$ cat config.mk
export PLATFORM = sky130hd
export DESIGN_NAME = iir_direct_form_filter_unit
export DESIGN_NICKNAME = d
export VERILOG_FILES = /design/src/sv/iirdf_pkg.sv /design/src/sv/iirdf_cell.sv /design/src/sv/iirdf_fb.sv /design/src/sv/iir_direct_form_filter_unit.sv
export SDC_FILE = /design/constraint.sdc
export NUM_CORES = 2
export LEC_CHECK = 0
export ABC_AREA = 0
export BUFFER_PORTS_ARGS = -buffer_cell sky130_fd_sc_hd__buf_2
export CAP_MARGIN = 25
export CORE_ASPECT_RATIO = 0.8
export CORE_UTILIZATION = 35
export CTS_CLUSTER_DIAMETER = 150
export DETAILED_ROUTE_END_ITERATION = 12
export PLACE_DENSITY = 0.61
export SLEW_MARGIN = 10
export SYNTH_ARGS = -nofsm -noshare
export SYNTH_HDL_FRONTEND = slang
export SYNTH_SLANG_ARGS = --single-unit
export TNS_END_PERCENT = 30
$ cat constraint.sdc
create_clock -name clk -period 24.5 [get_ports clk]
set_input_delay 2.45 -clock clk [delete_from_list [all_inputs] [get_ports clk]]
set_output_delay 2.45 -clock clk [all_outputs]
set_load 0.05 [all_outputs]
$ cat src/sv/iirdf_pkg.sv
// Shared widths, types and register codes of the direct form I IIR filter.
package iirdf_pkg;

	// Filter order, clamped to the available history.
	localparam int FILTER_ORDER = 2;
	localparam int HIST_DEPTH   = 3;
	localparam int ORDER_EFF    = (FILTER_ORDER < 1) ? 1 :
		((FILTER_ORDER > HIST_DEPTH) ? HIST_DEPTH : FILTER_ORDER);
	localparam int NUM_TAPS     = HIST_DEPTH + 1;

	// Datapath widths (coefficients Q3.14, samples 16-bit integers).
	localparam int SAMP_W    = 16;
	localparam int COEF_W    = 18;
	localparam int FRAC_BITS = 14;
	localparam int PROD_W    = COEF_W + SAMP_W;
	localparam int SUMX_W    = PROD_W + 2;
	localparam int PART_W    = SUMX_W + 1;
	localparam int ACC_W     = PART_W + 1;
	localparam int RND_W     = ACC_W - FRAC_BITS;

	// Distance from the last block start, saturating at the history depth.
	localparam int POS_W = 2;
	localparam logic [POS_W-1:0] POS_MAX = POS_W'(HIST_DEPTH);

	// Requests in flight between input and output ports: four stages plus the output.
	localparam int MAX_INFLIGHT = 5;
	localparam int CNT_W        = 3;

	localparam int CFG_IDX_W = 3;

	typedef logic signed [SAMP_W-1:0] samp_t;
	typedef logic signed [COEF_W-1:0] coef_t;
	typedef logic signed [PROD_W-1:0] prod_t;

	localparam coef_t COEF_B0_RESET = COEF_W'(16384);

	// Coefficient register indexes.
	typedef enum logic [CFG_IDX_W-1:0] {
		REG_COEF_B0 = 3'd0,
		REG_COEF_B1 = 3'd1,
		REG_COEF_B2 = 3'd2,
		REG_COEF_B3 = 3'd3,
		REG_COEF_A1 = 3'd4,
		REG_COEF_A2 = 3'd5,
		REG_COEF_A3 = 3'd6
	} reg_idx_t;

	// Controls of one tap cell.
	typedef struct packed {
		logic load;     // new request accepted: shift the tap chain
		logic clear;    // block start: load zero instead of neighbor
		logic advance;  // stage 1 moves on: register the product
	} cell_ctl_t;

	// Feed-forward sum handed to the feedback section.
	typedef struct packed {
		logic              valid;
		logic [POS_W-1:0]  pos;
		logic [SUMX_W-1:0] sumx;  // signed
	} s3_req_t;

endpackage

$ cat src/sv/iirdf_cell.sv
// One input tap cell: holds a delayed sample and forms its numerator product.
module iirdf_cell import iirdf_pkg::*; (
	input  logic      clk,
	input  logic      arst_n,
	input  cell_ctl_t ctl,
	input  samp_t     tap_in,
	input  coef_t     coef,
	output samp_t     tap_q,
	output prod_t     prod_s2
);

	// Tap register: takes the neighbor's sample on each accepted request
	always_ff @(posedge clk or negedge arst_n) begin
		if (!arst_n) begin
			tap_q <= '0;
		end else if (ctl.load) begin
			tap_q <= ctl.clear ? samp_t'(0) : tap_in;
		end
	end

	// Product of the tap with its coefficient
	always_ff @(posedge clk) begin
		if (ctl.advance) begin
			prod_s2 <= PROD_W'(coef) * PROD_W'(tap_q);
		end
	end

endmodule

$ cat src/sv/iirdf_fb.sv
// Feedback section: output history, feedback products, rounding and output register.
module iirdf_fb import iirdf_pkg::*; (
	input  logic    clk,
	input  logic    arst_n,
	input  s3_req_t req,
	output logic    req_ready,
	input  coef_t   coef_a [HIST_DEPTH],  // a1, a2, a3
	output logic    out_valid,
	input  logic    out_ready,
	output samp_t   out_data
);

	localparam logic signed [ACC_W-1:0] ROUND_HALF = ACC_W'(2 ** (FRAC_BITS - 1));
	localparam logic signed [RND_W-1:0] Y_MAX = RND_W'(2 ** (SAMP_W - 1) - 1);
	localparam logic signed [RND_W-1:0] Y_MIN = RND_W'(-(2 ** (SAMP_W - 1)));

	// Round half up from Q.14 and saturate to the sample range
	function automatic samp_t round_sat(input logic signed [ACC_W-1:0] acc);
		logic signed [ACC_W-1:0] biased;
		logic signed [RND_W-1:0] rnd;
		biased = acc + ROUND_HALF;
		rnd    = RND_W'(biased >>> FRAC_BITS);
		if (rnd > Y_MAX) begin
			return samp_t'(Y_MAX);
		end else if (rnd < Y_MIN) begin
			return samp_t'(Y_MIN);
		end
		return samp_t'(rnd);
	endfunction

	samp_t                    yh_q [HIST_DEPTH];
	logic                     v_s4;
	logic [POS_W-1:0]         pos_s4;
	logic signed [PART_W-1:0] part_s4;
	logic                     out_valid_q;
	samp_t                    out_q;

	logic                     fire4;
	logic                     load4;
	samp_t                    y2;
	samp_t                    y3;
	prod_t                    prod_a2;
	prod_t                    prod_a3;
	logic signed [PART_W-1:0] part_next;
	samp_t                    y1;
	prod_t                    prod_a1;
	logic signed [ACC_W-1:0]  acc;
	samp_t                    y_new;

	// Handshake of the feedback stage and the output register
	assign fire4     = v_s4 && (!out_valid_q || out_ready);
	assign req_ready = !v_s4 || fire4;
	assign load4     = req.valid && req_ready;

	// Older outputs: one step further back while the previous request is still in stage 4
	always_comb begin
		y2 = v_s4 ? yh_q[0] : yh_q[1];
		y3 = v_s4 ? yh_q[1] : yh_q[2];
		if (req.pos < POS_W'(2)) begin
			y2 = '0;
		end
		if (req.pos < POS_MAX) begin
			y3 = '0;
		end
	end

	assign prod_a2   = PROD_W'(coef_a[1]) * PROD_W'(y2);
	assign prod_a3   = PROD_W'(coef_a[2]) * PROD_W'(y3);
	assign part_next = PART_W'($signed(req.sumx)) - PART_W'(prod_a2) - PART_W'(prod_a3);

	// Recursion: latest output times a1 closes the loop combinationally within stage 4
	assign y1      = (pos_s4 != '0) ? yh_q[0] : samp_t'(0);
	assign prod_a1 = PROD_W'(coef_a[0]) * PROD_W'(y1);
	assign acc     = ACC_W'(part_s4) - ACC_W'(prod_a1);
	assign y_new   = round_sat(acc);

	// Stage 4 and output control
	always_ff @(posedge clk or negedge arst_n) begin
		if (!arst_n) begin
			v_s4        <= 1'b0;
			out_valid_q <= 1'b0;
		end else begin
			if (load4) begin
				v_s4 <= 1'b1;
			end else if (fire4) begin
				v_s4 <= 1'b0;
			end
			if (fire4) begin
				out_valid_q <= 1'b1;
			end else if (out_ready) begin
				out_valid_q <= 1'b0;
			end
		end
	end

	// Output history shifts on every produced sample
	always_ff @(posedge clk or negedge arst_n) begin
		if (!arst_n) begin
			for (int k = 0; k < HIST_DEPTH; k++) begin
				yh_q[k] <= '0;
			end
		end else if (fire4) begin
			yh_q[0] <= y_new;
			for (int k = 1; k < HIST_DEPTH; k++) begin
				yh_q[k] <= yh_q[k-1];
			end
		end
	end

	// Payload of stage 4 and of the output register
	always_ff @(posedge clk) begin
		if (load4) begin
			pos_s4  <= req.pos;
			part_s4 <= part_next;
		end
		if (fire4) begin
			out_q <= y_new;
		end
	end

	assign out_valid = out_valid_q;
	assign out_data  = out_q;

endmodule

$ cat src/sv/iir_direct_form_filter_unit.sv
// Top level of the direct form I IIR filter unit.
// Takes one sample and gives one filtered sample per clock while m_tready is high,
// y = sum b_k*x[n-k] - sum a_k*y[n-k] with Q3.14 coefficients, rounded half up and
// saturated to 16 bits. A taken request moves through the tap register, the tap products,
// the feed-forward sum, the older-output products, then feedback into the output register.
// The one-sample rate is set by the feedback stage, where a1 times the previous output,
// the add, the rounding and the saturation complete combinationally within stage 4.
// A request with block_start set treats all earlier samples and outputs as zero.
// The user must write coefficients while the unit is idle (unenforced); no clearing pass.
module iir_direct_form_filter_unit import iirdf_pkg::*; (
	input  logic                 clk,
	input  logic                 arst_n,
	input  logic                 s_tvalid,
	output logic                 s_tready,
	input  logic [SAMP_W-1:0]    s_tdata,    // [15:0] sample_in
	input  logic [0:0]           s_tuser,    // [0] block_start
	output logic                 m_tvalid,
	input  logic                 m_tready,
	output logic [SAMP_W-1:0]    m_tdata,    // [15:0] sample_out
	input  logic                 cfg_we,
	input  logic [CFG_IDX_W-1:0] cfg_index,
	input  logic [COEF_W-1:0]    cfg_wdata
);

	coef_t coef_b_q [NUM_TAPS];
	coef_t coef_a_q [HIST_DEPTH];
	coef_t coef_b_use [NUM_TAPS];
	coef_t coef_a_use [HIST_DEPTH];

	logic                     v_s1;
	logic [POS_W-1:0]         pos_s1;
	logic                     v_s2;
	logic [POS_W-1:0]         pos_s2;
	logic                     v_s3;
	logic [POS_W-1:0]         pos_s3;
	logic signed [SUMX_W-1:0] sumx_s3;

	logic                     accept;
	logic                     adv1;
	logic                     adv2;
	logic                     adv3;
	logic                     fb_ready;
	samp_t                    tap [NUM_TAPS];
	prod_t                    prod [NUM_TAPS];
	logic signed [SUMX_W-1:0] sumx_next;
	s3_req_t                  req;
	samp_t                    out_data;

	// Coefficient registers
	always_ff @(posedge clk or negedge arst_n) begin
		if (!arst_n) begin
			coef_b_q[0] <= COEF_B0_RESET;
			for (int k = 1; k < NUM_TAPS; k++) begin
				coef_b_q[k] <= '0;
			end
			for (int k = 0; k < HIST_DEPTH; k++) begin
				coef_a_q[k] <= '0;
			end
		end else if (cfg_we) begin
			unique case (reg_idx_t'(cfg_index))
				REG_COEF_B0: coef_b_q[0] <= cfg_wdata;
				REG_COEF_B1: coef_b_q[1] <= cfg_wdata;
				REG_COEF_B2: coef_b_q[2] <= cfg_wdata;
				REG_COEF_B3: coef_b_q[3] <= cfg_wdata;
				REG_COEF_A1: coef_a_q[0] <= cfg_wdata;
				REG_COEF_A2: coef_a_q[1] <= cfg_wdata;
				REG_COEF_A3: coef_a_q[2] <= cfg_wdata;
				default: ;
			endcase
		end
	end

	// Taps above the filter order contribute nothing
	for (genvar k = 0; k < NUM_TAPS; k++) begin : g_b_use
		assign coef_b_use[k] = (k <= ORDER_EFF) ? coef_b_q[k] : coef_t'(0);
	end
	for (genvar k = 0; k < HIST_DEPTH; k++) begin : g_a_use
		assign coef_a_use[k] = (k + 1 <= ORDER_EFF) ? coef_a_q[k] : coef_t'(0);
	end

	// Pipeline handshake, back to front
	assign adv3     = v_s3 && fb_ready;
	assign adv2     = v_s2 && (!v_s3 || adv3);
	assign adv1     = v_s1 && (!v_s2 || adv2);
	assign s_tready = !v_s1 || adv1;
	assign accept   = s_tvalid && s_tready;

	always_ff @(posedge clk or negedge arst_n) begin
		if (!arst_n) begin
			v_s1   <= 1'b0;
			v_s2   <= 1'b0;
			v_s3   <= 1'b0;
			pos_s1 <= '0;
		end else begin
			if (accept) begin
				v_s1 <= 1'b1;
			end else if (adv1) begin
				v_s1 <= 1'b0;
			end
			if (adv1) begin
				v_s2 <= 1'b1;
			end else if (adv2) begin
				v_s2 <= 1'b0;
			end
			if (adv2) begin
				v_s3 <= 1'b1;
			end else if (adv3) begin
				v_s3 <= 1'b0;
			end
			// distance from block start of the newest request
			if (accept) begin
				if (s_tuser[0]) begin
					pos_s1 <= '0;
				end else if (pos_s1 != POS_MAX) begin
					pos_s1 <= pos_s1 + POS_W'(1);
				end
			end
		end
	end

	// Chain of input tap cells; cell 0 holds the newest sample
	for (genvar k = 0; k < NUM_TAPS; k++) begin : g_cell
		cell_ctl_t ctl;
		samp_t     tin;
		if (k == 0) begin : g_head
			assign tin = $signed(s_tdata);
		end else begin : g_body
			assign tin = tap[k-1];
		end
		assign ctl.load    = accept;
		assign ctl.clear   = (k != 0) && s_tuser[0];
		assign ctl.advance = adv1;
		iirdf_cell u_cell (
			.clk     (clk),
			.arst_n  (arst_n),
			.ctl     (ctl),
			.tap_in  (tin),
			.coef    (coef_b_use[k]),
			.tap_q   (tap[k]),
			.prod_s2 (prod[k])
		);
	end

	// Feed-forward sum of the tap products
	always_comb begin
		sumx_next = '0;
		for (int k = 0; k < NUM_TAPS; k++) begin
			sumx_next = sumx_next + SUMX_W'(prod[k]);
		end
	end

	always_ff @(posedge clk) begin
		if (adv1) begin
			pos_s2 <= pos_s1;
		end
		if (adv2) begin
			pos_s3  <= pos_s2;
			sumx_s3 <= sumx_next;
		end
	end

	assign req.valid = v_s3;
	assign req.pos   = pos_s3;
	assign req.sumx  = sumx_s3;

	iirdf_fb u_fb (
		.clk       (clk),
		.arst_n    (arst_n),
		.req       (req),
		.req_ready (fb_ready),
		.coef_a    (coef_a_use),
		.out_valid (m_tvalid),
		.out_ready (m_tready),
		.out_data  (out_data)
	);

	assign m_tdata = out_data;

endmodule

## Word-level counts from Yosys, hierarchy flattened

Cells that the tools add are included.
W data, S select, Z words.

- Register bits after elaboration: 374
- Memory bits (writable): 0
- Memories: 0
- Bits in latches: 0
- Output and inout port bits: 18
- Input port bits: 43
- ROM bits: 0

- Bitwise logic cells: 0
- Equality and inequality tests: 5
- $lt $le $gt $ge: 3
- Multiply operators: 5
- Shift operators: 0
- Mux-type cells: 22
- Add/subtract/negate cells: 6
- Div/mod/pow operators: 0
- Reduce and logical (&&, ||, !) cells: 29

Operators by type and width:

| cell | number |
|---|---|
| $mul A18 B16 Y34 | 5 |
| $mux W16 | 8 |
| $add A38 B15 Y38 const B | 1 |
| $sub A37 B34 Y38 | 1 |
| $sub A36 B34 Y37 | 1 |
| $add A35 B34 Y36 | 1 |
| $add A34 B34 Y35 | 1 |
| $gt A24 B16 Y1 const B | 1 |
| $lt A24 B16 Y1 const B | 1 |
| $reduce_bool A2 Y1 | 7 |
| $mux W1 | 12 |
| $reduce_and A2 Y1 | 6 |
| $eq A3 B3 Y1 const B | 2 |
| $logic_and A1 B1 Y1 | 5 |
| $logic_not A1 Y1 | 5 |
| $logic_or A1 B1 Y1 | 5 |
| $mux W2 | 2 |
| $eq A3 B1 Y1 const B | 1 |
| $eq A3 B2 Y1 const B | 1 |
| $logic_not A3 Y1 | 1 |
| $add A2 B1 Y2 const B | 1 |
| $lt A2 B2 Y1 const B | 1 |
| $ne A2 B2 Y1 const B | 1 |

## Depth between registers and ports, before layout

- Depth after elaboration: 12
- Mapped depth: 31

## Modules after synthesis

A second synthesis with hierarchy kept.

- Cell total of the unflattened synthesis: 10408
- Area total of the unflattened synthesis: 100946.8 um^2

By module, submodules not included:

| module | cells each | times used | area each (um^2) |
|---|---|---|---|
| iirdf_fb | 4191 | 1 | 41056.9 |
| iirdf_cell (g_cell[2].u_cell ...) | 1344 | 2 | 12700.9 |
| iirdf_cell (g_cell[1].u_cell) | 1375 | 1 | 12932.4 |
| iirdf_cell (g_cell[0].u_cell) | 1370 | 1 | 12792.3 |
| iir_direct_form_filter_unit | 784 | 1 | 8763.4 |

## Least setup slack after synthesis

OpenSTA, ideal clock, no wires.

- Kind: register -> register
- Start: register u_fb.v_s4
- End: register u_fb.part_s4[36], data pin
- Setup time: 0.260 ns
- Stages on the path, launching flop included: 28
- Path slack: 16.491 ns
- Period minus slack after synthesis: 8.009 ns
- Required time: 24.240 ns
- Arrival: 7.749 ns
- Buffers on the path: 4
- Cells stage by stage: dfrtp_1 buf_1 buf_1 mux2i_1 nor2b_1 clkbuf_1 nand2_1 fa_1 inv_1 fa_1 fa_1 fa_1 fa_1 inv_1 fa_1 ha_1 clkbuf_1 a21o_1 a21o_1 a21o_1 a21o_1 a21o_1 a211oi_1 o31ai_1 a2111oi_0 o41ai_1 a21oi_1 xnor2_1

- Word-level cells in the longest chain between the ends: 4

RTL lines:

| what | line | text |
|---|---|---|
| start: declaration | iirdf_fb.sv:32 | `logic v_s4;` |
| start signal: assignment | iirdf_fb.sv:80 | `v_s4 <= 1'b0;` |
| start signal: assignment | iirdf_fb.sv:84 | `v_s4 <= 1'b1;` |
| start signal: assignment | iirdf_fb.sv:86 | `v_s4 <= 1'b0;` |
| $mux W16 | iirdf_fb.sv:57 | `y2 = v_s4 ? yh_q[0] : yh_q[1];` |
| $mux W16 | iirdf_fb.sv:59 | `if (req.pos < POS_W'(2)) begin` |
| $mul A18 B16 Y34 | iirdf_fb.sv:67 | `assign prod_a2 = PROD_W'(coef_a[1]) * PROD_W'(y2);` |
| $sub A36 B34 Y37 | iirdf_fb.sv:69 | `assign part_next = PART_W'($signed(req.sumx)) - PART_W'(prod_a2) - PART_W'(prod_a3);` |
| net u_fb.part_next[36] | iirdf_fb.sv:44 | `logic signed [PART_W-1:0] part_next;` |
| end signal: assignment | iirdf_fb.sv:114 | `part_s4 <= part_next;` |
| end: declaration | iirdf_fb.sv:34 | `logic signed [PART_W-1:0] part_s4;` |

The timed path passes the listed nets, and every way through them passes these cells.
A chain may end at the register's enable or synchronous reset.

## Worst setup path in the final report

- Start: register u_fb.pos_s4[1]
- End: register u_fb.yh_q[46] in the netlist's numbering

- Word-level cells in the longest chain between the ends: 9
- Elaborated cells on any way between the ends: 11
- Classes of those cells: add/sub (2); mul (1); order compare (2); mux (5); reduce/logical (1)

RTL lines:

| what | line | text |
|---|---|---|
| start: declaration | iirdf_fb.sv:33 | `logic [POS_W-1:0] pos_s4;` |
| start signal: assignment | iirdf_fb.sv:113 | `pos_s4 <= req.pos;` |
| $reduce_bool A2 Y1 (*) | iirdf_fb.sv:72 | `assign y1 = (pos_s4 != '0) ? yh_q[0] : samp_t'(0);` |
| $mux W16 (*) | iirdf_fb.sv:72 |  |
| $mul A18 B16 Y34 (*) | iirdf_fb.sv:73 | `assign prod_a1 = PROD_W'(coef_a[0]) * PROD_W'(y1);` |
| $sub A37 B34 Y38 (*) | iirdf_fb.sv:74 | `assign acc = ACC_W'(part_s4) - ACC_W'(prod_a1);` |
| $add A38 B15 Y38 (*) | iirdf_fb.sv:21 | `biased = acc + ROUND_HALF;` |
| $lt A24 B16 Y1 | iirdf_fb.sv:25 | `end else if (rnd < Y_MIN) begin` |
| $mux W1 | iirdf_fb.sv:25 |  |
| $mux W1 | iirdf_fb.sv:23 | `if (rnd > Y_MAX) begin` |
| $mux W16 (*) | iirdf_fb.sv:28 | `return samp_t'(rnd);` |
| end signal: indexed assignment | iirdf_fb.sv:105 | `yh_q[k] <= yh_q[k-1];` |
| end: declaration | iirdf_fb.sv:31 | `samp_t yh_q [HIST_DEPTH];` |

Mark *: on every way between the ends. The rest lies on a longest branch, timed or not.

==> impl_results.md <==
- Combined area of all synthesized cells: 0.0730 mm2
- Remaining routing DRC violations: 0
- Layout-stage area growth over the synthesis result: 6.48%
- Height of the chip: 411 um
- Normalized max-slew margin: 27.5%
- Library cell used as clock root buffer: clkbuf_16
- Max-cap viol count: 0
- Most common cell in the synthesized netlist: inv_1
- Sequential cell area fraction in the yosys report: 14.2%
- Post_cts resized: 0
- Slowest cell on crit path: and2_0
- PortBufs: 60
- Final clock period utilization by the worst path: 38.1%
- WL/cell: 18.4 um
- Number of hold-repair buffers added at the cts stage: 0
- Xor/xnor share of the synthesized area: 2.54%
- CTS H-tree lvls: 2
- Wire length of the first global-routing pass: 296 mm
- Antenna violations before repair: 13
- I/O pin count: 61
- Via density per instance: 4.88
- Capturing element type of the critical path: flop
- Classification of the worst-slack hold path: flop to flop
- Most area-consuming cells after synthesis: fa_1 44%, ha_1 9.0%, inv_1 8.9%, edfxtp_1 8.1%, dfrtp_1 6.0%
- Combined global-route utilization of all metal layers: 17.9%
- Total count of hold-check failures in the final report: 0
- TritonCTS clock tree: built
- Die footprint: 0.210 mm2
- Reg-to-reg slack, setup: 15170 ps
- Clock latency on the worst-skew pair: 640 ps
- Initial cell density of the core: 35.3%
- Cell count of the worst reg-to-reg path: 24
- Highest Clock Rate: 0.107 GHz
- Count of state elements after synthesis: 374
- Outcome: complete, no violations
- Min Tclk post-route: 9330 ps
- Ordered cell list for the critical path: or2_4 > buf_4 > and2_0 > nand2_1 > fa_1 > fa_1 > fa_1 > fa_1 > fa_1 > inv_1 > fa_1 > inv_1 > ha_1 > and3_1 > o211ai_1 > a21oi_1 > and3_1 > a21oi_4 > a21oi_1 > mux2_4 > a2111o_1 > o41ai_4 > nor2_2 > a221o_1
- Worst setup path startpoint: u_fb.pos_s4[1]
- CP Buf/Inv Count: 3
- Setup crit start kind: flop
- Setup violations, final: 0
- Adder-cell share of the synthesized area: 53.0%
- End of the worst hold path: pos_s3[0]
- Vias after detailed routing: 48900
- # fillers: 20400
- Share of synthesized registers carrying an async set or reset: 47.3%
- Synthesis warning total: 0
- Worst flop-to-flop path endpoint: u_fb.yh_q[46]
- Critical path class: flop to flop
- Register cell area after layout: 0.0103 mm2
- Unrepaired setup endpoints after global routing: false
- Accumulated negative setup slack: 0 ps
- Leading register cell type out of synthesis: edfxtp_1
- Area fraction in compound gates after synthesis: 4.85%
- Maximum clock insertion buffer count: 3
- Max-slew violations: 0
- Number of nets in the layout: 9430
- Share of the synthesized area in the top cell type: 44.0%
- Unique cell type count in the Yosys netlist: 80
- Leading cell types by count after synthesis: 1737 x inv_1, 1606 x fa_1, 902 x nand2_1, 523 x ha_1, 492 x and2_1
- Final setup skew: 43.8 ps
- Number of clock sinks seen by CTS: 374
- Clock-pin slew on the worst setup and hold paths: 60 ps
- Row cnt: 149
- Data arrival time at the worst-slack endpoint: 9810 ps
- Critical path's most frequent cell: fa_1
- Pin count of the biggest net entering global routing: 94
- Critical hold path startpoint: pos_s2[0]
- Transition time at the pin with the least slew margin: 1070 ps
- Multiplexer share of the synthesized area: 1.89%
- Drt initial violations: 3234
- Post-synthesis simple-gate area fraction: 13.1%
- Number of flops mapped to enable cells by yosys: 197
- Cell count after synthesis: 7369
- Mean post-synth cell area: 9.91 um2
- GP Congestion: 0.905
- Post-CTS setup-driven buffer insertion count: 0
- Detail Placement HPWL: 151 mm
- Floorplan core area: 0.207 mm2
- Crit-path max FO: 93
- Required arrival time at the worst endpoint: 24980 ps
- Multi-input logic area: 0.0551 mm2
- Startpoint of the worst register-to-register path: u_fb.pos_s4[1]
- Via count of the first global-routing pass: 51800
- Combinational family with the most area after synthesis: adder cells
- Post-synth net total: 9541
- Largest stage delay on the critical path: 840 ps
- Final WL: 184 mm
- Overall overflow remaining after global route: 0
- Critical path's top delay family: adder cells
- First drt pass iteration count: 5
- Number of nets still failing antenna checks after routing: 0
- Die width: 513 um
- Number of CTS-inserted buffers: 44
- Cell type with the highest aggregate area in the netlist: fa_1
- Layout cell share with drive strength beyond 1: 4.72%
- Hold Crit Depth: 0
per-stage QoR:
| step | cell area, um2 | util, % | instances | worst slack (ps) | hold slack (ps) |
|---|---|---|---|---|---|
| final | 77700 | 37.6 | 10000 | 15170 | 424 |
| after global routing | 77700 | 37.6 | 10000 | 14670 | 442 |
| after CTS | 77600 | 37.5 | 10000 | 15130 | 425 |
| after detailed placement | 76100 | 36.8 | 9925 | 15140 | 410 |
| after global placement | 76100 | 36.8 | 9925 | 15390 | 402 |
| after floorplan | 73000 | - | 7369 | 16490 | 400 |
final cells by class:
cell class | count | area share [%]
timing repair buffer | 128 | 1.14
clock inverter | 28 | 0.389
inverter | 1738 | 8.39
antenna | 8 | 0.0258
multi-input combinational | 4972 | 70.9
sequential | 374 | 13.3
clock buffer | 53 | 1.50
tap | 2718 | 4.37
cells in the final DEF, fill, tap and decap left out, drive strengths merged, types with 5 or more instances in the layout:
master and count:
edfxtp 197, o21bai 23, nand2 902, o21ai 120
a21o 74, o2111ai 5, and3 140, and2 493
o41ai 5, o21a 38, dfrtp 176, ha 523
buf 126, a221o 17, mux2i 15, xor2 51
fa 1606, nor2 163, a31o 6, o211ai 9
nand3 33, or3 10, nor3 28, or2 9
clkinv 12, nand4 16, clkbuf 55, nand2b 110
diode 8, o31ai 15, a21oi 157, inv 1744
xnor2 161, a31oi 14, clkinvlp 6, mux2 109
a211o 6, a211oi 15, nor2b 41
worst max path at each step:
stage	to	slack, ps	cells after the start
after detailed placement	u_fb.out_data[11]	15140	25
after floorplan	u_fb.part_s4[36]	16490	27
after CTS	u_fb.out_data[11]	15130	25
final	u_fb.yh_q[46]	15170	24
after global routing	u_fb.yh_q[32]	14670	24
after global placement	u_fb.yh_q[35]	15390	24
kinds of logic (layout without fill, tap and decap cells):
family                     count (synthesis)  after routing
buffers and inverters                   2023           1947
and+or+nand+nor                         1965           1965
muxes                                    124            124
xor gates and xnor gates                 212            212
AOI/OAI and AO/OA                        542            542
adders and majority gates               2129           2129
other                                      0              8
DFF                                      374            374
per-layer routing:
layer	up-vias	global-route usage [%]	wire [um]
met4	10	4.07	4030
met5	-	0	66
li1	21900	-	-
met1	25400	25.9	85700
met2	1415	28.3	82400
met3	224	2.66	11800
sequential cells by signal (all words and copies together), names as in the netlist:
register,cells
pos_s3,2
u_fb.out_data,16
v_s1,1
u_fb.yh_q,32
pos_s2,2
g_cell.u_cell.prod_s2,102
u_fb.part_s4,37
v_s3,1
pos_s1,2
u_fb.out_valid,1
coef_a_q,36
u_fb.pos_s4,2
g_cell.u_cell.tap_q,48
coef_b_q,54
sumx_s3,36
u_fb.v_s4,1
v_s2,1
Power is not shown: default switching activity piles up to over one toggle a cycle in this logic, so the estimate is an artifact.
